==> src/rtl/ffha_pkg.sv <==
// ----------------------------------------------------------------------------
// ffha_pkg
// Shared types and constants for the first-fit heap allocator.
// ----------------------------------------------------------------------------
package ffha_pkg;

   // Field widths of the request and response items
   localparam int REQ_W   = 17;
   localparam int OFS_W   = 16;
   localparam int BYTES_W = 17;
   // Rounded request plus header: (131071 + 7) & ~3 fits in 18 bits
   localparam int NEED_W  = 18;

   localparam int HEAP_BYTES_DEFAULT = 65536;

   // Header flag codes (low two bits of a header word)
   localparam logic [1:0] FLAG_FREE = 2'd0;
   localparam logic [1:0] FLAG_USED = 2'd1;

   typedef enum logic [2:0] {
      ST_IDLE,
      ST_CHECK,
      ST_WALK,
      ST_WR_HDR,
      ST_WR_REM,
      ST_GRANT,
      ST_FAIL
   } state_type;

   // Controller to datapath
   typedef struct packed {
      logic load_req;    // capture request, compute rounded size
      logic clear_pos;   // point the walk at offset 0
      logic advance;     // step to the next header
      logic latch_have;  // keep the size of the chunk that fits
      logic write_hdr;   // mark the chunk as used
      logic write_rem;   // write the free remainder header
      logic load_rsp;    // load the response register
      logic grant;       // response carries a grant
   } cmd_type;

   // Datapath to controller
   typedef struct packed {
      logic need_bad;    // zero request or larger than the heap
      logic hdr_zero;    // current header has size zero
      logic hdr_fit;     // current chunk is free and large enough
      logic at_end;      // next header lies at or past the heap end
      logic rem_ok;      // a remainder header is to be written
   } status_type;

endpackage

==> src/rtl/ffha_ctrl.sv <==
// ----------------------------------------------------------------------------
// ffha_ctrl
// Sequencer for the header walk: check, walk, mark, split, respond.
// ----------------------------------------------------------------------------
module ffha_ctrl (
   input  logic                 clock,
   input  logic                 reset,
   input  logic                 req_valid,
   output logic                 req_ready,
   output logic                 rsp_valid,
   input  logic                 rsp_ready,
   input  ffha_pkg::status_type status,
   output ffha_pkg::cmd_type    cmd
);

   ffha_pkg::state_type state_ff, state_in;
   logic                rsp_valid_ff, rsp_valid_in;
   logic                out_free;

   assign out_free  = !rsp_valid_ff || rsp_ready;
   assign rsp_valid = rsp_valid_ff;

   always_ff @(posedge clock) begin
      if (reset) begin
         state_ff     <= ffha_pkg::ST_IDLE;
         rsp_valid_ff <= 1'b0;
      end else begin
         state_ff     <= state_in;
         rsp_valid_ff <= rsp_valid_in;
      end
   end

   always_comb begin
      state_in  = state_ff;
      cmd       = '0;
      req_ready = 1'b0;
      unique case (state_ff)
         ffha_pkg::ST_IDLE: begin
            req_ready     = 1'b1;
            cmd.clear_pos = 1'b1;
            if (req_valid) begin
               cmd.load_req = 1'b1;
               state_in     = ffha_pkg::ST_CHECK;
            end
         end
         ffha_pkg::ST_CHECK: begin
            state_in = status.need_bad ? ffha_pkg::ST_FAIL : ffha_pkg::ST_WALK;
         end
         ffha_pkg::ST_WALK: begin
            if (status.hdr_zero) begin
               state_in = ffha_pkg::ST_FAIL;
            end else if (status.hdr_fit) begin
               cmd.latch_have = 1'b1;
               state_in       = ffha_pkg::ST_WR_HDR;
            end else if (status.at_end) begin
               state_in = ffha_pkg::ST_FAIL;
            end else begin
               cmd.advance = 1'b1;
            end
         end
         ffha_pkg::ST_WR_HDR: begin
            cmd.write_hdr = 1'b1;
            state_in = status.rem_ok ? ffha_pkg::ST_WR_REM : ffha_pkg::ST_GRANT;
         end
         ffha_pkg::ST_WR_REM: begin
            cmd.write_rem = 1'b1;
            state_in      = ffha_pkg::ST_GRANT;
         end
         ffha_pkg::ST_GRANT: begin
            if (out_free) begin
               cmd.load_rsp = 1'b1;
               cmd.grant    = 1'b1;
               state_in     = ffha_pkg::ST_IDLE;
            end
         end
         ffha_pkg::ST_FAIL: begin
            if (out_free) begin
               cmd.load_rsp = 1'b1;
               state_in     = ffha_pkg::ST_IDLE;
            end
         end
         default: begin
            state_in = ffha_pkg::ST_IDLE;
         end
      endcase
   end

   always_comb begin
      if (cmd.load_rsp) begin
         rsp_valid_in = 1'b1;
      end else if (rsp_ready) begin
         rsp_valid_in = 1'b0;
      end else begin
         rsp_valid_in = rsp_valid_ff;
      end
   end

endmodule

==> config.mk <==
export PLATFORM = sky130hd
export DESIGN_NAME = ffha_ctrl
export DESIGN_NICKNAME = d
export VERILOG_FILES = /design/src/rtl/ffha_pkg.sv /design/src/rtl/ffha_ctrl.sv
export SDC_FILE = /design/constraint.sdc
export NUM_CORES = 1
export LEC_CHECK = 0
export BUFFER_PORTS_ARGS = -buffer_cell sky130_fd_sc_hd__buf_4
export CAP_MARGIN = 20
export CORE_AREA = 2 2 39 41
export DETAILED_ROUTE_END_ITERATION = 16
export DIE_AREA = 0 0 41 43
export HOLD_SLACK_MARGIN = 0.02
export SYNTH_ARGS = -nofsm -noshare
export SYNTH_HDL_FRONTEND = slang
export SYNTH_SLANG_ARGS = --single-unit
==> constraint.sdc <==
create_clock -name clock -period 3.3 [get_ports clock]
set_input_delay 0.33 -clock clock [delete_from_list [all_inputs] [get_ports clock]]
set_output_delay 0.33 -clock clock [all_outputs]
set_load 0.01 [all_outputs]
Word-level counts from Yosys, hierarchy flattened
Index checks and enable logic that the tools add are counted.

storage, ports and cells
  register bits = 4
  input bits = 9
  word-level logic and storage cells = 41

cells by class
  muxes and demuxes = 24
  reduce and logical (&&, ||, !) cells = 6
  eq/ne operators = 9

operators by type and width
  operator                                                               number
  3-bit 2-to-1 mux                                                       6
  3-bit case mux with 6 select lines                                     1
  1-bit 2-to-1 mux                                                       12
  3-bit equality test, second input constant                             3
  2-bit 2-to-1 mux                                                       4
  3-bit by 2-bit equality test with 1-bit output, second input constant  2
  4-bit != test, second input constant                                   1
  3-bit by 1-bit equality test with 1-bit output, second input constant  1
  3-bit logical NOT                                                      1
  3-bit AND reduction                                                    1
  2-bit by 1-bit != test with 1-bit output, second input constant        1
  2-bit != test, second input constant                                   1
  1-bit case mux with 2 select lines                                     1
  2-bit nonzero test                                                     1
  2-bit OR reduction                                                     1
  1-bit logical NOT                                                      1
  1-bit logical OR                                                       1

Depth between registers and ports, before layout
Gate-level depths: netlist (run 1).

  depth in word-level cells = 5
  gate-level depth with buffers = 5

Worst setup path after synthesis (run 1)
OpenSTA, ideal clock, no wires.

  path type = register to output
  from = register state_ff[2]
  to = output port cmd[5] (netlist bit)
  data arrival time = 1.137 ns
  cell stages (with the launch flop) = 3
  setup slack = 1.833 ns
  path buffers = 0
  cells stage by stage = dfxtp_1 or4b_4 nor3_1

RTL lines
  item                    RTL line         source
  from (decl)             ffha_ctrl.sv:16  ffha_pkg::state_type state_ff, state_in;
  from (signal assigned)  ffha_ctrl.sv:25  state_ff <= ffha_pkg::ST_IDLE;
  from (signal assigned)  ffha_ctrl.sv:28  state_ff <= state_in;
  to (decl)               ffha_ctrl.sv:13  output ffha_pkg::cmd_type cmd

==> reports/qor.yml, run 1 <==
core_sq_um: 1380
synth-seq-cells: 4
dieArea_sq_um: 1760
netlist_top_cells_area: "dfxtp_1 24%, o31ai_4 6.3%, nor3_1 5.9%, nor2_1 5.6%, buf_2 4.5%"
critical_path.max_stage_delay_ps: 540
cts-buffers-inserted: 3
grt_pass1_wl_um: 1130
regToRegSetupSlack_ps: 1670
io_pins: 19
final_cell_mix: "18 x buf_4, 5 x nor2_1, 4 x nor3_1, 4 x dfxtp_1, 3 x clkbuf_4"
p_per_area_nw_per_um2: 711
syn-num-nets: 52
wirelength_um: 733
synth_top_area_share_pct: 23.8
grt_max_degree: 15
setup_viol: 0
synth_edf_count: 0
ir_drop_uv: 262
crit_family: "simple AND/OR/NAND/NOR gates"
layout_min_cycle_time_ps: 1920
vias_per_cell: 4.57
fillCellCount: 151
syn_inst: 43
cts_tree: "done"
dpl-instance-area_sq_um: 462
timing.slew.headroom_pct: 73.7
grt_pass1_vias: 294
die_w_um: 41
drv_cap: 0
numPortBuffers: 18
drv_slew: 0
cts_resized: 0
ys_types: 26
path_cells: "or4b_4 -> nor3_1 -> buf_4"
tightest_slew_ps: 394
drc: 0
drive_gt1_share_pct: 40.7
cts_sinks: 4
overflow: 0
finalWeightedCongestion: 0.689
ys_async_sr_fraction_pct: 0
leakagePower_nw: 0.219
rsz0062_at_grt: "no"
fin_skew_ps: 1.82
final_common_cell: "buf_4"
postRouteAntennaNets: 0
ys.flop_type: "dfxtp_1"
finalHoldViolations: 0
postLayoutCellArea_sq_um: 484
row_count: 14
cts_setup_buffers: 0
hpwl_um: 572
cp.required_ps: 2970
initial_utilization_pct: 24.3
cp_max_fo: 12
cp-end-kind: "output port"
synth_area_sq_um: 337
cts_hold_buffers: 0
setup_tns_ps: 0
die_y_um: 43
critical_path.n_buffers_inverters: 1
post-route-util_pct: 35.0
antenna_found_initial: 0
drtIter0Drc: 6
synth-seq-area-share_pct: 23.8
num_vias: 343
hold_path_class: "primary input to flip-flop"
cts-root-buf: "clkbuf_4"
slowest_stage: "or4b_4"
track_usage_pct: 9.64
syn_avg_cell_area_sq_um: 7.83
critPathLaunchType: "flip-flop"
htree_num_levels: 1
post_drt_wl_per_cell_um: 9.77
diodes: 0
clk_pin_slew_worst_paths_ps: 30
status: "complete, no violations"
drtPass1Iterations: 4
max_freq_mhz: 522
post-route-period-util_pct: 58.1
cts_max_path_buffers: 2
nNetsFinal: 70
critPathArrivalTime_ps: 1590
crit_type: "flip-flop to output port"
synth_area_leader_cell: "dfxtp_1"
ys_warn_count: 0
area_growth_pct: 43.9
clk_latency_ps: 230
[cells by family (layout without fill, tap and decap cells)]
family	after synthesis	count (layout)	synth area share (%)
and+or+nand+nor	21	21	37.2
AOI/OAI and AO/OA	10	10	25.3
buffers and inverters	7	23	11.2
DFF	4	4	23.8
xor gates and xnor gates	1	1	2.60
[metal layers]
layer	vias up	global-route usage, %	part of all wire [%]
met3	0	1.57	4.5
li1	189	-	-
met4	0	8.00	0
met5	-	0	0
met1	147	11.9	43
met2	7	13.8	53
[sequential cells by signal, summed over array words and instances, names as in the netlist]
| name | flops |
|---|---|
| rsp_valid | 1 |
| state_ff | 3 |
[Yosys cell counts (all sizes together), types with 2 or more instances]
master / count
a21oi: 3
and3: 2
buf: 5
dfxtp: 4
inv: 2
nand2: 2
nor2: 5
nor3: 4
[worst paths after layout]
kind / from / endpoint / cells past startpoint
max: state_ff[1]$_SDFFE_PP0P_ / cmd[5] / 3
min: reset / state_ff[0]$_SDFFE_PP0P_ / 2
max reg2reg: state_ff[1]$_SDFFE_PP0P_ / state_ff[0]$_SDFFE_PP0P_ / 4
min reg2reg: rsp_valid$_SDFFE_PP0P_ / rsp_valid$_SDFFE_PP0P_ / 3
[area by class of cell]
cell class / instances / area (sq um) / share of cell area (%)
Multi-Input combinational cell: 32 / 219 / 45.2
Timing Repair Buffer: 18 / 135 / 27.9
Sequential cell: 4 / 80.1 / 16.5
Clock buffer: 3 / 22.5 / 4.65
Tap cell: 16 / 20.0 / 4.13
Inverter: 2 / 7.51 / 1.55
[through the flow]
step                      setup WS [ps]  std cells  hold slack, ps  total power [mW]
after floorplan                    1830         43             392             0.233
after global placement             1640         72             521             0.287
after detailed placement           1620         72             524             0.288
after CTS                          1360         75             281             0.350
after global routing               1300         75             292             0.370
final                              1380         75             289             0.344
[where the power goes]
group	switching [mW]	total, mW	internal, mW	leakage, nW
combinational	0.0850	0.183	0.0983	0.172
sequential	0.0402	0.104	0.0637	0.0329
clock	0.0167	0.0571	0.0404	0.0138
total	0.142	0.344	0.202	0.219
(Power assumes the default switching activity.)
==> run 2: changes to the inputs <==
==> constraint.sdc (replaced) <==
create_clock -name clock -period 1.6 [get_ports clock]
set_input_delay 0.16 -clock clock [delete_from_list [all_inputs] [get_ports clock]]
set_output_delay 0.16 -clock clock [all_outputs]
set_load 0.01 [all_outputs]
==> run 2 against run 1 <==
  * Die area is the same
  * First-iteration DRC count shrank 67%
  * Clock-buffer cell count is the same
  * Routed wire length grew 3.7%
  * Highest routed layer unchanged
  * Non-clock buffer count grew 3
  * Combinational power grew to 2.7 times the previous value
  * Sequential share of layout area shrank 1.1 points
  * Global-route usage grew 1.0 points
==> reports/qor.yml, run 2 (synthesis results as in run 1) <==
area_growth_pct: 54.3
p_total_uw: 767
post-route-period-util_pct: 95.3
largest_reg_flops: 3
cts_sinks: 4
cts-root-buf: "clkbuf_4"
cts_max_path_buffers: 2
p_clk_share_pct: 15.7
num_vias: 354
regToRegSetupSlack_ps: 170
final_cell_mix: "21 x buf_4, 5 x nor2_1, 4 x dfxtp_1, 3 x nor3_1, 3 x clkbuf_4"
nNetsFinal: 73
min_path_cells: 2
final_common_cell: "buf_4"
layout_min_cycle_time_ps: 1530
htree_num_levels: 1
intPower_uw: 457
die_y_um: 43
timing.slew.headroom_pct: 78.5
numPortBuffers: 18
hpwl_um: 637
rr_startpoint: "state_ff[2]$_SDFFE_PP0P_"
setup_tns_ps: 0
drive_gt1_share_pct: 46.8
cp-end-kind: "output port"
slowest_stage: "or4b_4"
cts-buffers-inserted: 3
ir_drop_uv: 514
setup_viol: 0
crit_type: "flip-flop to output port"
vias_per_cell: 4.54
overflow: 0
p_per_area_nw_per_um2: 1480
finalWeightedCongestion: 0.741
rr_worst_depth: 4
tightest_slew_ps: 320
drv_cap: 0
drv_slew: 0
r2r_end: "state_ff[0]$_SDFFE_PP0P_"
antenna_found_initial: 0
critPathArrivalTime_ps: 1370
setup_slack_ps: 74.4
crit_family: "simple AND/OR/NAND/NOR gates"
wirelength_um: 760
leakagePower_nw: 0.236
fin_skew_ps: 1.77
core_sq_um: 1380
drtIter0Drc: 2
critical_path.n_buffers_inverters: 1
pwr-share-seq_pct: 20.3
hold_start: "reset"
grt_pass1_wl_um: 1280
hold_path_class: "primary input to flip-flop"
fillCellCount: 156
power_frac_comb_pct: 64.0
path_cells: "or4b_4 -> nor3_2 -> buf_4"
regMostFlops: "state_ff"
cp.required_ps: 1440
io_pins: 19
status: "complete, no violations"
grt_pass1_vias: 328
clk_latency_ps: 230
post_drt_wl_per_cell_um: 9.74
drc: 0
switchingPower_uw: 309
cts_hold_buffers: 0
critical_path.max_stage_delay_ps: 570
row_count: 14
hold_end: "state_ff[0]$_SDFFE_PP0P_"
rsz0062_at_grt: "no"
track_usage_pct: 10.7
die_w_um: 41
cts_tree: "done"
cp_max_fo: 3
initial_utilization_pct: 24.3
grt_max_degree: 12
critPathLaunchType: "flip-flop"
postRouteAntennaNets: 0
swShare_pct: 40.3
dieArea_sq_um: 1760
max_freq_mhz: 655
pre_cts_slack_ps: 178
clk_pin_slew_worst_paths_ps: 40
diodes: 0
finalHoldViolations: 0
drtPass1Iterations: 2
[run 2: worst max path at each step]
stage,cells after the start,start,slack [ps],to
finish,3,state_ff[2]$_SDFFE_PP0P_,70,cmd[5]
global route,5,state_ff[0]$_SDFFE_PP0P_,6,cmd[1]
CTS,3,state_ff[2]$_SDFFE_PP0P_,20,cmd[5]
detailed placement,4,state_ff[2]$_SDFFE_PP0P_,180,state_ff[0]$_SDFFE_PP0P_
global placement,4,state_ff[0]$_SDFFE_PP0P_,210,state_ff[0]$_SDFFE_PP0P_
floorplan,4,state_ff[2]$_SDFFE_PP0P_,230,state_ff[0]$_SDFFE_PP0P_
[run 2: routing by layer]
layer | GRT usage [%] | vias up | share of wire [%]
met3 | 1.57 | 0 | 4.2
li1 | - | 192 | -
met1 | 13.9 | 157 | 45
met5 | 0 | - | 0
met2 | 15.0 | 5 | 51
met4 | 8.00 | 0 | 0
[run 2: power by group through the flow]
| stage | combinational [mW] | sequential (mW) | clock (mW) |
|---|---|---|---|
| 2_1_floorplan | 0.330 | 0.151 | 0 |
| 3_3_place_gp | 0.476 | 0.157 | 0 |
| 3_5_place_dp | 0.479 | 0.158 | 0 |
| 4_1_cts | 0.480 | 0.156 | 0.129 |
| 5_1_grt | 0.545 | 0.163 | 0.133 |
| 6_report | 0.491 | 0.156 | 0.120 |
[run 2: repair_timing]
action / 4_1_cts / 5_1_grt
endpoints found under the setup margin: 0 / 2
resized for setup: 0 / 2
setup buffers: 0 / 0
[run 2: cell type report]
type	count	area (sq um)	share of cell area, %
inverter	2	7.51	1.45
tap	16	20.0	3.86
clock buffer	3	22.5	4.34
timing repair buffer	21	158	30.4
multi-input combinational	32	231	44.6
sequential	4	80.1	15.4
[run 2: per-stage QoR]
step                hold WS, ps  std cells  instance area (sq um)  utilization [%]
floorplan                   222         43                    337                -
global placement            352         75                    484             35.0
detailed placement          353         75                    484             35.0
CTS                         105         78                    507             36.6
global route                107         78                    519             37.5
finish                      113         78                    519             37.5
